**config.mk**
```make
export PLATFORM = sky130hd
export DESIGN_NAME = sd_spi_command_engine
export DESIGN_NICKNAME = d
export VERILOG_FILES = /design/src/sv/sdspi_pkg.sv /design/src/sv/sd_spi_command_engine.sv
export SDC_FILE = /design/constraint.sdc
export NUM_CORES = 1
export LEC_CHECK = 0
export BUFFER_PORTS_ARGS = -buffer_cell sky130_fd_sc_hd__buf_4
export CORE_ASPECT_RATIO = 0.5
export CORE_MARGIN = 4
export CORE_UTILIZATION = 34
export CTS_CLUSTER_DIAMETER = 30
export DETAILED_ROUTE_END_ITERATION = 12
export PLACE_DENSITY_LB_ADDON = 0.25
export SYNTH_ARGS = -nofsm -noshare
export SYNTH_HDL_FRONTEND = slang
export SYNTH_SLANG_ARGS = --single-unit
export TNS_END_PERCENT = 30
```
**constraint.sdc**
```tcl
create_clock -name clk -period 13.5 [get_ports clk]
set_clock_uncertainty 0.1 [all_clocks]
set_input_delay 2.7 -clock clk [delete_from_list [all_inputs] [get_ports clk]]
set_output_delay 2.7 -clock clk [all_outputs]
set_load 0.02 [all_outputs]
```
**src/sv/sdspi_pkg.sv**
```systemverilog
package sdspi_pkg;

    // Default largest block payload in bytes.
    localparam int MAX_BLOCK_LEN_DEF = 512;

    // Field widths.
    localparam int CMD_W    = 6;
    localparam int ARG_W    = 32;
    localparam int KIND_W   = 3;
    localparam int LEN_W    = 10;
    localparam int BYTE_W   = 8;
    localparam int RETRY_W  = 16;
    localparam int STATUS_W = 3;

    // Stream word widths (fields padded up to whole bytes).
    localparam int IN_DATA_W  = 72;
    localparam int OUT_DATA_W = 64;

    // Configuration port.
    localparam int PADDR_W = 4;
    localparam int PDATA_W = 32;

    localparam logic [1:0] REG_BLOCK_ADDR  = 2'd0;
    localparam logic [1:0] REG_READY_LIM   = 2'd1;
    localparam logic [1:0] REG_RESP_LIM    = 2'd2;
    localparam logic [1:0] REG_START_LIM   = 2'd3;

    localparam logic                 BLOCK_ADDR_RST = 1'b0;
    localparam logic [RETRY_W-1:0]   READY_LIM_RST  = 16'd10000;
    localparam logic [BYTE_W-1:0]    RESP_LIM_RST   = 8'd100;
    localparam logic [RETRY_W-1:0]   START_LIM_RST  = 16'd2500;

    // Input operation codes.
    localparam logic OP_START    = 1'b0;
    localparam logic OP_EXCHANGE = 1'b1;

    // Transfer kinds.
    localparam logic [KIND_W-1:0] KIND_R1    = 3'd0;
    localparam logic [KIND_W-1:0] KIND_R2    = 3'd1;
    localparam logic [KIND_W-1:0] KIND_R3    = 3'd2;
    localparam logic [KIND_W-1:0] KIND_READ  = 3'd3;
    localparam logic [KIND_W-1:0] KIND_WRITE = 3'd4;

    // Completion status codes.
    localparam logic [STATUS_W-1:0] ST_OK           = 3'd0;
    localparam logic [STATUS_W-1:0] ST_READY_TMO    = 3'd1;
    localparam logic [STATUS_W-1:0] ST_RESP_TMO     = 3'd2;
    localparam logic [STATUS_W-1:0] ST_R1_ERROR     = 3'd3;
    localparam logic [STATUS_W-1:0] ST_START_TMO    = 3'd4;
    localparam logic [STATUS_W-1:0] ST_DATA_ERROR   = 3'd5;
    localparam logic [STATUS_W-1:0] ST_WRITE_REJECT = 3'd6;

    // Bus byte values.
    localparam logic [BYTE_W-1:0] BYTE_IDLE      = 8'hFF;
    localparam logic [BYTE_W-1:0] BYTE_TOKEN     = 8'hFE;
    localparam logic [BYTE_W-1:0] BYTE_TIMEOUT   = 8'h80;
    localparam logic [BYTE_W-1:0] CRC_CMD8       = 8'h87;
    localparam logic [BYTE_W-1:0] CRC_OTHER      = 8'h95;
    localparam logic [BYTE_W-1:0] ERR_TOKEN_MASK = 8'hE0;
    localparam logic [4:0]        DRESP_ACCEPTED = 5'h05;
    localparam logic [CMD_W-1:0]  CMD_IF_COND    = 6'd8;

    // Last byte position sent for a command (its trailing idle byte), then byte counts.
    localparam logic [LEN_W-1:0] FRAME_LAST = 10'd6;
    localparam logic [LEN_W-1:0] CRC_BYTES  = 10'd2;
    localparam logic [LEN_W-1:0] R2_BYTES   = 10'd1;
    localparam logic [LEN_W-1:0] R3_BYTES   = 10'd4;

    // Input word, last declared field in the lowest bits.
    typedef struct packed {
        logic [4:0]        pad;
        logic [BYTE_W-1:0] tx_data;
        logic [BYTE_W-1:0] rx_byte;
        logic [LEN_W-1:0]  data_len;
        logic [KIND_W-1:0] transfer_kind;
        logic [ARG_W-1:0]  cmd_arg;
        logic [CMD_W-1:0]  cmd_index;
    } in_data_t;

    // Output word, last declared field in the lowest bits.
    typedef struct packed {
        logic [1:0]          pad;
        logic [STATUS_W-1:0] status;
        logic [ARG_W-1:0]    response_value;
        logic [BYTE_W-1:0]   response_code;
        logic                success;
        logic                next_wants_data;
        logic [BYTE_W-1:0]   data_byte;
        logic                chip_select;
        logic [BYTE_W-1:0]   tx_byte;
    } out_data_t;

    // One complete result word with its side-band bits.
    typedef struct packed {
        logic      done_res;
        logic      data_valid;
        out_data_t data;
    } result_t;

    // Byte of the command frame at the given position.
    function automatic logic [BYTE_W-1:0] cmd_byte(
        input logic [2:0]       idx,
        input logic [CMD_W-1:0] cmd,
        input logic [ARG_W-1:0] arg
    );
        logic [BYTE_W-1:0] b;
        case (idx)
            3'd0:    b = {2'b01, cmd};
            3'd1:    b = arg[31:24];
            3'd2:    b = arg[23:16];
            3'd3:    b = arg[15:8];
            3'd4:    b = arg[7:0];
            3'd5:    b = (cmd == CMD_IF_COND) ? CRC_CMD8 : CRC_OTHER;
            default: b = BYTE_IDLE;
        endcase
        return b;
    endfunction

endpackage

```
**src/sv/sd_spi_command_engine.sv**
```systemverilog
// SD card SPI-mode command engine, one stream word per SPI byte exchange.
// Input words (s_t*) carry either a start (s_tuser low) that latches the
// command, argument, transfer kind and length, or an exchange (s_tuser
// high) that reports the byte the card returned in the previous exchange
// together with an optional write payload byte.
// Every input word produces exactly one output word (m_t*): the next byte
// to drive, chip select, a captured read byte (m_tuser high), a request for
// write data in the next exchange, and on the last word of a command
// (m_tlast high) the status, success flag and response values.
// Each result is registered before it reaches m_tvalid; one word is taken every
// cycle while s_tready is high, limited by the single register stage behind the sequencing logic.
// A two-entry output buffer (result register plus skid register) lets the
// block take one further word while a result waits; when both are full,
// s_tready drops until the receiver takes a word.
// Reset clears the buffers, returns the sequencer to idle and loads the
// default retry limits; configuration writes through the APB port are
// meant for idle periods only.
module sd_spi_command_engine #(
    parameter int MAX_BLOCK_LEN = sdspi_pkg::MAX_BLOCK_LEN_DEF
) (
    input  logic                             clk,
    input  logic                             rst_n,
    // Input stream.
    input  logic                             s_tvalid,
    output logic                             s_tready,
    // cmd_index, cmd_arg, transfer_kind, data_len, rx_byte, tx_data, zero pad
    input  logic [sdspi_pkg::IN_DATA_W-1:0]  s_tdata,
    // operation
    input  logic                             s_tuser,
    // Output stream.
    output logic                             m_tvalid,
    input  logic                             m_tready,
    // tx_byte, chip_select, data_byte, next_wants_data, success,
    // response_code, response_value, status, zero pad
    output logic [sdspi_pkg::OUT_DATA_W-1:0] m_tdata,
    // data_valid
    output logic                             m_tuser,
    // done_res
    output logic                             m_tlast,
    // Configuration port.
    input  logic                             psel,
    input  logic                             penable,
    input  logic                             pwrite,
    input  logic [sdspi_pkg::PADDR_W-1:0]    paddr,
    input  logic [sdspi_pkg::PDATA_W-1:0]    pwdata,
    output logic [sdspi_pkg::PDATA_W-1:0]    prdata,
    output logic                             pready
);

    localparam int LEN_W   = sdspi_pkg::LEN_W;
    localparam int LEN_MAX = (1 << LEN_W) - 1;
    localparam int LEN_CAP = (MAX_BLOCK_LEN < LEN_MAX) ? MAX_BLOCK_LEN : LEN_MAX;

    typedef enum logic [3:0] {
        PH_IDLE,
        PH_READY,
        PH_SEND,
        PH_RESP,
        PH_TRAIL,
        PH_TOKEN,
        PH_RDATA,
        PH_RCRC,
        PH_WDATA,
        PH_WCRC
    } phase_t;

    // Configuration registers.
    logic                                  block_addr_reg;
    logic [sdspi_pkg::RETRY_W-1:0]         ready_lim_reg;
    logic [sdspi_pkg::BYTE_W-1:0]          resp_lim_reg;
    logic [sdspi_pkg::RETRY_W-1:0]         start_lim_reg;
    logic                                  cfg_wr;

    // Sequencer state.
    phase_t                                phase_reg, phase_next;
    logic [sdspi_pkg::RETRY_W-1:0]         retry_reg, retry_next;
    logic [LEN_W-1:0]                      count_reg, count_next;
    logic [sdspi_pkg::CMD_W-1:0]           cmd_reg, cmd_next;
    logic [sdspi_pkg::ARG_W-1:0]           arg_reg, arg_next;
    logic [sdspi_pkg::KIND_W-1:0]          kind_reg, kind_next;
    logic [LEN_W-1:0]                      len_reg, len_next;
    logic [sdspi_pkg::BYTE_W-1:0]          r1_reg, r1_next;
    logic [sdspi_pkg::ARG_W-1:0]           trail_reg, trail_next;

    // Output buffering.
    logic                                  out_valid_reg, out_valid_next;
    sdspi_pkg::result_t                    out_data_reg, out_data_next;
    logic                                  skid_valid_reg, skid_valid_next;
    sdspi_pkg::result_t                    skid_data_reg, skid_data_next;

    sdspi_pkg::in_data_t                   in_word;
    sdspi_pkg::result_t                    res;
    logic                                  accept;
    logic                                  out_take;
    logic [sdspi_pkg::RETRY_W-1:0]         retry_inc;
    logic [LEN_W-1:0]                      count_inc;
    logic [sdspi_pkg::KIND_W-1:0]          start_kind;
    logic [LEN_W-1:0]                      start_len;
    logic                                  r1_err;

    // Result word that ends a command.
    function automatic sdspi_pkg::result_t done_word(
        input logic [sdspi_pkg::STATUS_W-1:0] st,
        input logic [sdspi_pkg::BYTE_W-1:0]   code,
        input logic [sdspi_pkg::ARG_W-1:0]    value
    );
        sdspi_pkg::result_t w;
        w                     = '0;
        w.done_res            = 1'b1;
        w.data.tx_byte        = sdspi_pkg::BYTE_IDLE;
        w.data.success        = (st == sdspi_pkg::ST_OK);
        w.data.response_code  = code;
        w.data.response_value = value;
        w.data.status         = st;
        return w;
    endfunction

    assign in_word   = sdspi_pkg::in_data_t'(s_tdata);
    assign s_tready  = !skid_valid_reg;
    assign accept    = s_tvalid && s_tready;
    assign out_take  = out_valid_reg && m_tready;
    assign m_tvalid  = out_valid_reg;
    assign m_tdata   = out_data_reg.data;
    assign m_tuser   = out_data_reg.data_valid;
    assign m_tlast   = out_data_reg.done_res;
    assign pready    = 1'b1;
    assign cfg_wr    = psel && penable && pwrite && pready;

    // Register read-back.
    always_comb
    begin
        case (paddr[3:2])
            sdspi_pkg::REG_BLOCK_ADDR: prdata = {31'd0, block_addr_reg};
            sdspi_pkg::REG_READY_LIM:  prdata = {16'd0, ready_lim_reg};
            sdspi_pkg::REG_RESP_LIM:   prdata = {24'd0, resp_lim_reg};
            sdspi_pkg::REG_START_LIM:  prdata = {16'd0, start_lim_reg};
            default:                   prdata = '0;
        endcase
    end

    // Configuration registers.
    always_ff @(posedge clk or negedge rst_n)
    begin
        if (!rst_n)
        begin
            block_addr_reg <= sdspi_pkg::BLOCK_ADDR_RST;
            ready_lim_reg  <= sdspi_pkg::READY_LIM_RST;
            resp_lim_reg   <= sdspi_pkg::RESP_LIM_RST;
            start_lim_reg  <= sdspi_pkg::START_LIM_RST;
        end
        else if (cfg_wr)
        begin
            case (paddr[3:2])
                sdspi_pkg::REG_BLOCK_ADDR: block_addr_reg <= pwdata[0];
                sdspi_pkg::REG_READY_LIM:  ready_lim_reg  <= pwdata[15:0];
                sdspi_pkg::REG_RESP_LIM:   resp_lim_reg   <= pwdata[7:0];
                sdspi_pkg::REG_START_LIM:  start_lim_reg  <= pwdata[15:0];
                default:                   block_addr_reg <= block_addr_reg;
            endcase
        end
    end

    // Start word: kind and length normalisation.
    always_comb
    begin
        start_kind = (in_word.transfer_kind > sdspi_pkg::KIND_WRITE) ?
                     sdspi_pkg::KIND_R1 : in_word.transfer_kind;
        start_len  = (in_word.data_len == '0) ? LEN_W'(1) : in_word.data_len;
        if (start_len > LEN_W'(LEN_CAP))
        begin
            start_len = LEN_W'(LEN_CAP);
        end
    end

    assign retry_inc = retry_reg + 16'd1;
    assign count_inc = count_reg + 10'd1;
    assign r1_err    = (r1_reg[7:1] != '0);

    // Command sequencer: next state and result word for one input word.
    always_comb
    begin
        phase_next  = phase_reg;
        retry_next  = retry_reg;
        count_next  = count_reg;
        cmd_next    = cmd_reg;
        arg_next    = arg_reg;
        kind_next   = kind_reg;
        len_next    = len_reg;
        r1_next     = r1_reg;
        trail_next  = trail_reg;
        res                  = '0;
        res.data.tx_byte     = sdspi_pkg::BYTE_IDLE;
        res.data.chip_select = 1'b1;

        if (s_tuser == sdspi_pkg::OP_START)
        begin
            cmd_next   = in_word.cmd_index;
            kind_next  = start_kind;
            len_next   = start_len;
            arg_next   = in_word.cmd_arg;
            if (block_addr_reg && (start_kind == sdspi_pkg::KIND_READ ||
                                   start_kind == sdspi_pkg::KIND_WRITE))
            begin
                arg_next = {9'd0, in_word.cmd_arg[31:9]};
            end
            retry_next = '0;
            count_next = '0;
            r1_next    = '0;
            trail_next = '0;
            phase_next = PH_READY;
        end
        else
        begin
            case (phase_reg)
                // Poll until the card drives the ready byte.
                PH_READY:
                begin
                    retry_next = retry_inc;
                    if (in_word.rx_byte == sdspi_pkg::BYTE_IDLE)
                    begin
                        phase_next       = PH_SEND;
                        count_next       = '0;
                        res.data.tx_byte = sdspi_pkg::cmd_byte(3'd0, cmd_reg, arg_reg);
                    end
                    else if (retry_inc >= ready_lim_reg)
                    begin
                        phase_next = PH_IDLE;
                        res = done_word(sdspi_pkg::ST_READY_TMO,
                                        sdspi_pkg::BYTE_TIMEOUT, '0);
                    end
                end
                // Command frame, CRC and one trailing idle byte.
                PH_SEND:
                begin
                    if (count_reg < sdspi_pkg::FRAME_LAST)
                    begin
                        count_next       = count_inc;
                        res.data.tx_byte = sdspi_pkg::cmd_byte(count_inc[2:0],
                                                               cmd_reg, arg_reg);
                    end
                    else
                    begin
                        phase_next = PH_RESP;
                        retry_next = '0;
                    end
                end
                // Poll for the R1 byte.
                PH_RESP:
                begin
                    retry_next = retry_inc;
                    if (!in_word.rx_byte[7])
                    begin
                        r1_next    = in_word.rx_byte;
                        count_next = '0;
                        trail_next = '0;
                        if (kind_reg == sdspi_pkg::KIND_R2 ||
                            kind_reg == sdspi_pkg::KIND_R3)
                        begin
                            phase_next = PH_TRAIL;
                        end
                        else if (in_word.rx_byte[7:1] != '0)
                        begin
                            phase_next = PH_IDLE;
                            res = done_word(sdspi_pkg::ST_R1_ERROR, in_word.rx_byte, '0);
                        end
                        else if (kind_reg == sdspi_pkg::KIND_READ)
                        begin
                            phase_next = PH_TOKEN;
                            retry_next = '0;
                        end
                        else if (kind_reg == sdspi_pkg::KIND_WRITE)
                        begin
                            phase_next               = PH_WDATA;
                            res.data.tx_byte         = sdspi_pkg::BYTE_TOKEN;
                            res.data.next_wants_data = 1'b1;
                        end
                        else
                        begin
                            phase_next = PH_IDLE;
                            res = done_word(sdspi_pkg::ST_OK, in_word.rx_byte, '0);
                        end
                    end
                    else if (retry_inc >= {8'd0, resp_lim_reg})
                    begin
                        phase_next = PH_IDLE;
                        res = done_word(sdspi_pkg::ST_RESP_TMO,
                                        sdspi_pkg::BYTE_TIMEOUT, '0);
                    end
                end
                // R2 and R3 trailing bytes, most significant first.
                PH_TRAIL:
                begin
                    trail_next = {trail_reg[23:0], in_word.rx_byte};
                    count_next = count_inc;
                    if (count_inc >= ((kind_reg == sdspi_pkg::KIND_R2) ?
                                      sdspi_pkg::R2_BYTES : sdspi_pkg::R3_BYTES))
                    begin
                        phase_next = PH_IDLE;
                        res = done_word(r1_err ? sdspi_pkg::ST_R1_ERROR : sdspi_pkg::ST_OK,
                                        r1_reg, trail_next);
                    end
                end
                // Wait for the read start token or an error token.
                PH_TOKEN:
                begin
                    retry_next = retry_inc;
                    if (in_word.rx_byte == sdspi_pkg::BYTE_TOKEN)
                    begin
                        phase_next = PH_RDATA;
                        count_next = '0;
                    end
                    else if ((in_word.rx_byte & sdspi_pkg::ERR_TOKEN_MASK) == '0)
                    begin
                        phase_next = PH_IDLE;
                        res = done_word(sdspi_pkg::ST_DATA_ERROR, r1_reg, '0);
                    end
                    else if (retry_inc >= start_lim_reg)
                    begin
                        phase_next = PH_IDLE;
                        res = done_word(sdspi_pkg::ST_START_TMO, r1_reg, '0);
                    end
                end
                // Read payload capture.
                PH_RDATA:
                begin
                    res.data.data_byte = in_word.rx_byte;
                    res.data_valid     = 1'b1;
                    count_next         = count_inc;
                    if (count_inc >= len_reg)
                    begin
                        phase_next = PH_RCRC;
                        count_next = '0;
                    end
                end
                // Read CRC bytes are clocked through and dropped.
                PH_RCRC:
                begin
                    count_next = count_inc;
                    if (count_inc >= sdspi_pkg::CRC_BYTES)
                    begin
                        phase_next = PH_IDLE;
                        res = done_word(sdspi_pkg::ST_OK, r1_reg, '0);
                    end
                end
                // Write payload.
                PH_WDATA:
                begin
                    if (count_reg < len_reg)
                    begin
                        count_next               = count_inc;
                        res.data.tx_byte         = in_word.tx_data;
                        res.data.next_wants_data = (count_inc < len_reg);
                    end
                    else
                    begin
                        phase_next = PH_WCRC;
                        count_next = '0;
                    end
                end
                // Dummy CRC, then the data response check.
                PH_WCRC:
                begin
                    if (count_reg < sdspi_pkg::CRC_BYTES)
                    begin
                        count_next = count_inc;
                    end
                    else
                    begin
                        phase_next = PH_IDLE;
                        res = done_word((in_word.rx_byte[4:0] == sdspi_pkg::DRESP_ACCEPTED) ?
                                        sdspi_pkg::ST_OK : sdspi_pkg::ST_WRITE_REJECT,
                                        r1_reg, '0);
                    end
                end
                default:
                begin
                    phase_next           = PH_IDLE;
                    res.data.chip_select = 1'b0;
                end
            endcase
        end
    end

    // Output register and skid register.
    always_comb
    begin
        out_valid_next  = out_valid_reg;
        out_data_next   = out_data_reg;
        skid_valid_next = skid_valid_reg;
        skid_data_next  = skid_data_reg;
        if (skid_valid_reg)
        begin
            if (out_take)
            begin
                out_data_next   = skid_data_reg;
                skid_valid_next = 1'b0;
            end
        end
        else if (accept)
        begin
            if (!out_valid_reg || out_take)
            begin
                out_valid_next = 1'b1;
                out_data_next  = res;
            end
            else
            begin
                skid_valid_next = 1'b1;
                skid_data_next  = res;
            end
        end
        else if (out_take)
        begin
            out_valid_next = 1'b0;
        end
    end

    // State and buffer registers.
    always_ff @(posedge clk or negedge rst_n)
    begin
        if (!rst_n)
        begin
            phase_reg      <= PH_IDLE;
            retry_reg      <= '0;
            count_reg      <= '0;
            cmd_reg        <= '0;
            arg_reg        <= '0;
            kind_reg       <= '0;
            len_reg        <= '0;
            r1_reg         <= '0;
            trail_reg      <= '0;
            out_valid_reg  <= 1'b0;
            skid_valid_reg <= 1'b0;
        end
        else
        begin
            if (accept)
            begin
                phase_reg <= phase_next;
                retry_reg <= retry_next;
                count_reg <= count_next;
                cmd_reg   <= cmd_next;
                arg_reg   <= arg_next;
                kind_reg  <= kind_next;
                len_reg   <= len_next;
                r1_reg    <= r1_next;
                trail_reg <= trail_next;
            end
            out_valid_reg  <= out_valid_next;
            skid_valid_reg <= skid_valid_next;
        end
    end

    always_ff @(posedge clk)
    begin
        out_data_reg  <= out_data_next;
        skid_data_reg <= skid_data_next;
    end

    // The skid register only fills behind a waiting result.
    a_skid_behind_out: assert property (@(posedge clk) disable iff (!rst_n)
        skid_valid_reg |-> out_valid_reg)
        else $error("skid register holds a word while the output is empty");

    // A start word always enters the ready poll.
    a_start_to_ready: assert property (@(posedge clk) disable iff (!rst_n)
        accept && s_tuser == sdspi_pkg::OP_START |=> phase_reg == PH_READY)
        else $error("start word did not enter the ready poll");

    // The command frame counter never runs past the frame.
    a_send_count: assert property (@(posedge clk) disable iff (!rst_n)
        phase_reg == PH_SEND |-> count_reg <= sdspi_pkg::FRAME_LAST)
        else $error("command frame counter out of range");

    // A stalled result word is held until taken.
    a_out_hold: assert property (@(posedge clk) disable iff (!rst_n)
        out_valid_reg && !m_tready |=> out_valid_reg && $stable(out_data_reg))
        else $error("stalled result word changed");

endmodule

```
==> qor.yml <==
cts:
  path_clk_slew_ns: 0.06
  clk_path_buf_depth: 3
  cts_setup_buffers: 0
  tritoncts: "built"
  clkLatencyLatePin_ns: 0.55
  cts-resized-gates: 0
  ctsHtreeMaxLevel: 2
  cts-root-buf: "clkbuf_16"
  clock_sinks: 283
  cts_hold_buf: 0
  cts_made_buffers: 44
place:
  dp_hpwl_um: 27800
  io_buffers: 174
  place.gp.congestion: 0.861
power_and_ir_drop:
  leakagePower_nw: 8.10
  p_clk_share_pct: 33.9
  p_int_mw: 2.28
  power.share.sequential_pct: 37.4
  power_mw: 3.49
  ir_drop_v: 0.0000791
  p_sw_share_pct: 34.6
  combPwrFrac_pct: 28.7
  powerDensity_nw_per_um2: 188
  switchingPower_mw: 1.21
synthesis:
  yosysTopAreaCellShare_pct: 25.2
  synth-adder-area-share_pct: 5.57
  synthTopCellsByCount: "nand2_1, dfrtp_1, edfxtp_1"
  synth_top_cell_by_area: "edfxtp_1"
  netlist_instances: 1473
  synth_top_family_by_area: "simple AND/OR/NAND/NOR gates"
  syn_area_um2: 15300
  synthTopCellsByArea: "edfxtp_1, dfrtp_1, mux2_2"
  synth-seq-area-share_pct: 50.7
  synth-simple-area-share_pct: 16.7
  synth.avg_cell_area_um2: 10.4
  synthXorXnorAreaFrac_pct: 1.48
  synthMuxAreaShare_pct: 8.47
  ys_ff_latch: 283
  synth_cell_types: 89
  ys_async_sr_fraction_pct: 54.8
  synth_edf_count: 128
  synth_flop_cell: "dfrtp_1"
  synth_compound_area_share_pct: 11.9
  yosysMostFrequentCell: "nand2_1"
  yosys_warnings: 0
timing:
  slew_violations: 0
  hold_viol_final: 0
  relSlewSlack_pct: 25.4
  fmax_mhz: 147
  rsz0062_at_grt: "no"
  period_minus_slack_ns: 6.82
  finalSetupViolations: 0
  post-route-period-util_pct: 50.5
  tns_ns: 0
  tightestPinTransition_ns: 1.12
final_layout:
  largest_register_ff_count: 64
  final_layout_size_suffix_gt1_share_pct: 24.4
  fin_util_pct: 42.3
  diodes: 0
  synthToLayoutAreaGrowth_pct: 21.6
  nets: 1811
  fill_cells: 4214
worst_hold_path:
  holdPathStages: 2
  worstHoldPathType: "flip-flop to flip-flop"
  hold_end: "trail_reg[19]$_DFFE_PN0P_"
  min_from: "trail_reg[19]$_DFFE_PN0P_"
grt:
  grt_pass1_wl_um: 63400
  grt_pass1_vias: 11400
  grt_max_degree: 91
  grt_overflow_total: 0
  grt_usage_pct: 16.2
  antenna_found_initial: 0
worst_setup_path:
  reg2reg_from: "count_reg[0]$_DFFE_PN0P_"
  path_common_cell: "buf_4"
  cp.buffers_inverters: 3
  rr_worst_depth: 11
  start_kind: "input port"
  cp_data_required_time_ns: 10.70
  worstSetupPathType: "input port to primary output"
  regToRegEndpoint: "count_reg[8]$_DFFE_PN0P_"
  rrSetupSlack_ns: 8.80
  crit_fanout: 26
  crit_path_end_kind: "primary output"
  cp_slowest_stage_delay_ns: 0.49
  arrival_ns: 4.02
  crit_path_top_delay_cell: "nor2_1"
  path_cells: "buf_4 > inv_1 > nor2_1 > a22o_1 > buf_4"
  crit_family: "buffers and inverters"
  crit_start: "paddr[3]"
floorplanning:
  rows: 54
  io_pins: 217
  die_y_um: 158
  start_util_pct: 34.7
  core_um2: 44000
  die-area_um2: 48600
  dieWidth_um: 308
drt:
  vias: 11400
  antenna_left: 0
  drt_iter0_drc: 700
  routed_wirelength_um: 39700
  dr.pass1.iters: 5
  remaining_drc_errors: 0
  viasPerCell: 5.07
  wl_per_cell_um: 17.6
outcome:
  outcome: "finished clean"
run:
  drv_cap: 0
[area by class of cell]
cell class	count	area [um^2]	share of cell area (%)
Clock buffer	49	1150	6.19
Clock inverter	33	403	2.17
Inverter	76	288	1.55
Multi-Input combinational cell	1034	6850	36.9
Sequential cell	283	7740	41.6
Tap cell	588	736	3.96
Timing Repair Buffer	188	1420	7.61
[stage by stage]
step                      hold WS (ns)  std cells  worst slack [ns]  instance area, um^2
after detailed placement         0.348       2169              6.68                17000
after global routing             0.389       2251              6.64                18600
after global placement           0.345       2169              6.68                17000
final                            0.354       2251              6.68                18600
after floorplan                  0.330       1490              6.89                15300
after CTS                        0.363       2251              6.68                18600
[logic make-up (layout without fill, tap and decap cells)]
family	Yosys count	count (layout)
simple gates	515	515
other cells	2	19
flops	283	283
xor+xnor	25	25
fa+ha+maj	68	68
buf+inv	173	346
compound gates	289	289
mux	118	118
[power groups by stage]
stage | clock network (mW) | registers [mW] | logic, mW
after CTS | 1.21 | 1.31 | 1.02
after floorplan | 0 | 1.36 | 0.592
after global routing | 1.26 | 1.33 | 1.12
final | 1.18 | 1.31 | 1.00
after detailed placement | 0 | 1.32 | 1.01
after global placement | 0 | 1.32 | 1.00
[worst register-to-register path: stages, from the launching register on]
cell	delay (ns)
dfrtp_1	0.50
ha_1	0.37
xnor2_1	0.86
inv_2	0.35
ha_1	0.30
nand3_1	0.09
a211oi_1	0.08
a2111oi_0	0.84
o211a_1	0.28
o31ai_1	0.18
nand2b_1	0.38
o31ai_1	0.27
[worst max-delay path by stage]
stage | end | slack [ns] | cells after the start
after floorplan | prdata[7] | 6.89 | 4
final | prdata[4] | 6.68 | 5
after global routing | prdata[2] | 6.64 | 5
after global placement | prdata[4] | 6.68 | 5
after detailed placement | prdata[4] | 6.68 | 5
after CTS | prdata[4] | 6.68 | 5
[cell usage in the layout (no fill, tap or decap), types with 15 or more instances in the layout]
cell type,instances
ha_1,68
inv_1,71
nand2_1,211
nor3_1,21
nand3_1,63
o21ai_1,15
dfrtp_1,142
xnor2_1,15
mux2i_1,37
a21oi_1,35
mux2_2,80
conb_1,19
buf_4,187
o21ai_0,127
nand4_1,27
clkbuf_16,44
edfxtp_1,128
and2_1,32
nor2_1,59
[metal layers]
| layer | global-route usage [%] | vias up | share of wire [%] |
|---|---|---|---|
| met2 | 26.3 | 206 | 47 |
| met1 | 22.6 | 5547 | 47 |
| li1 | - | 5605 | - |
| met4 | 4.06 | 0 | 1.7 |
| met3 | 2.97 | 44 | 4.3 |
| met5 | 0 | - | 0 |
Note: power is estimated with default switching activity, not from simulation.
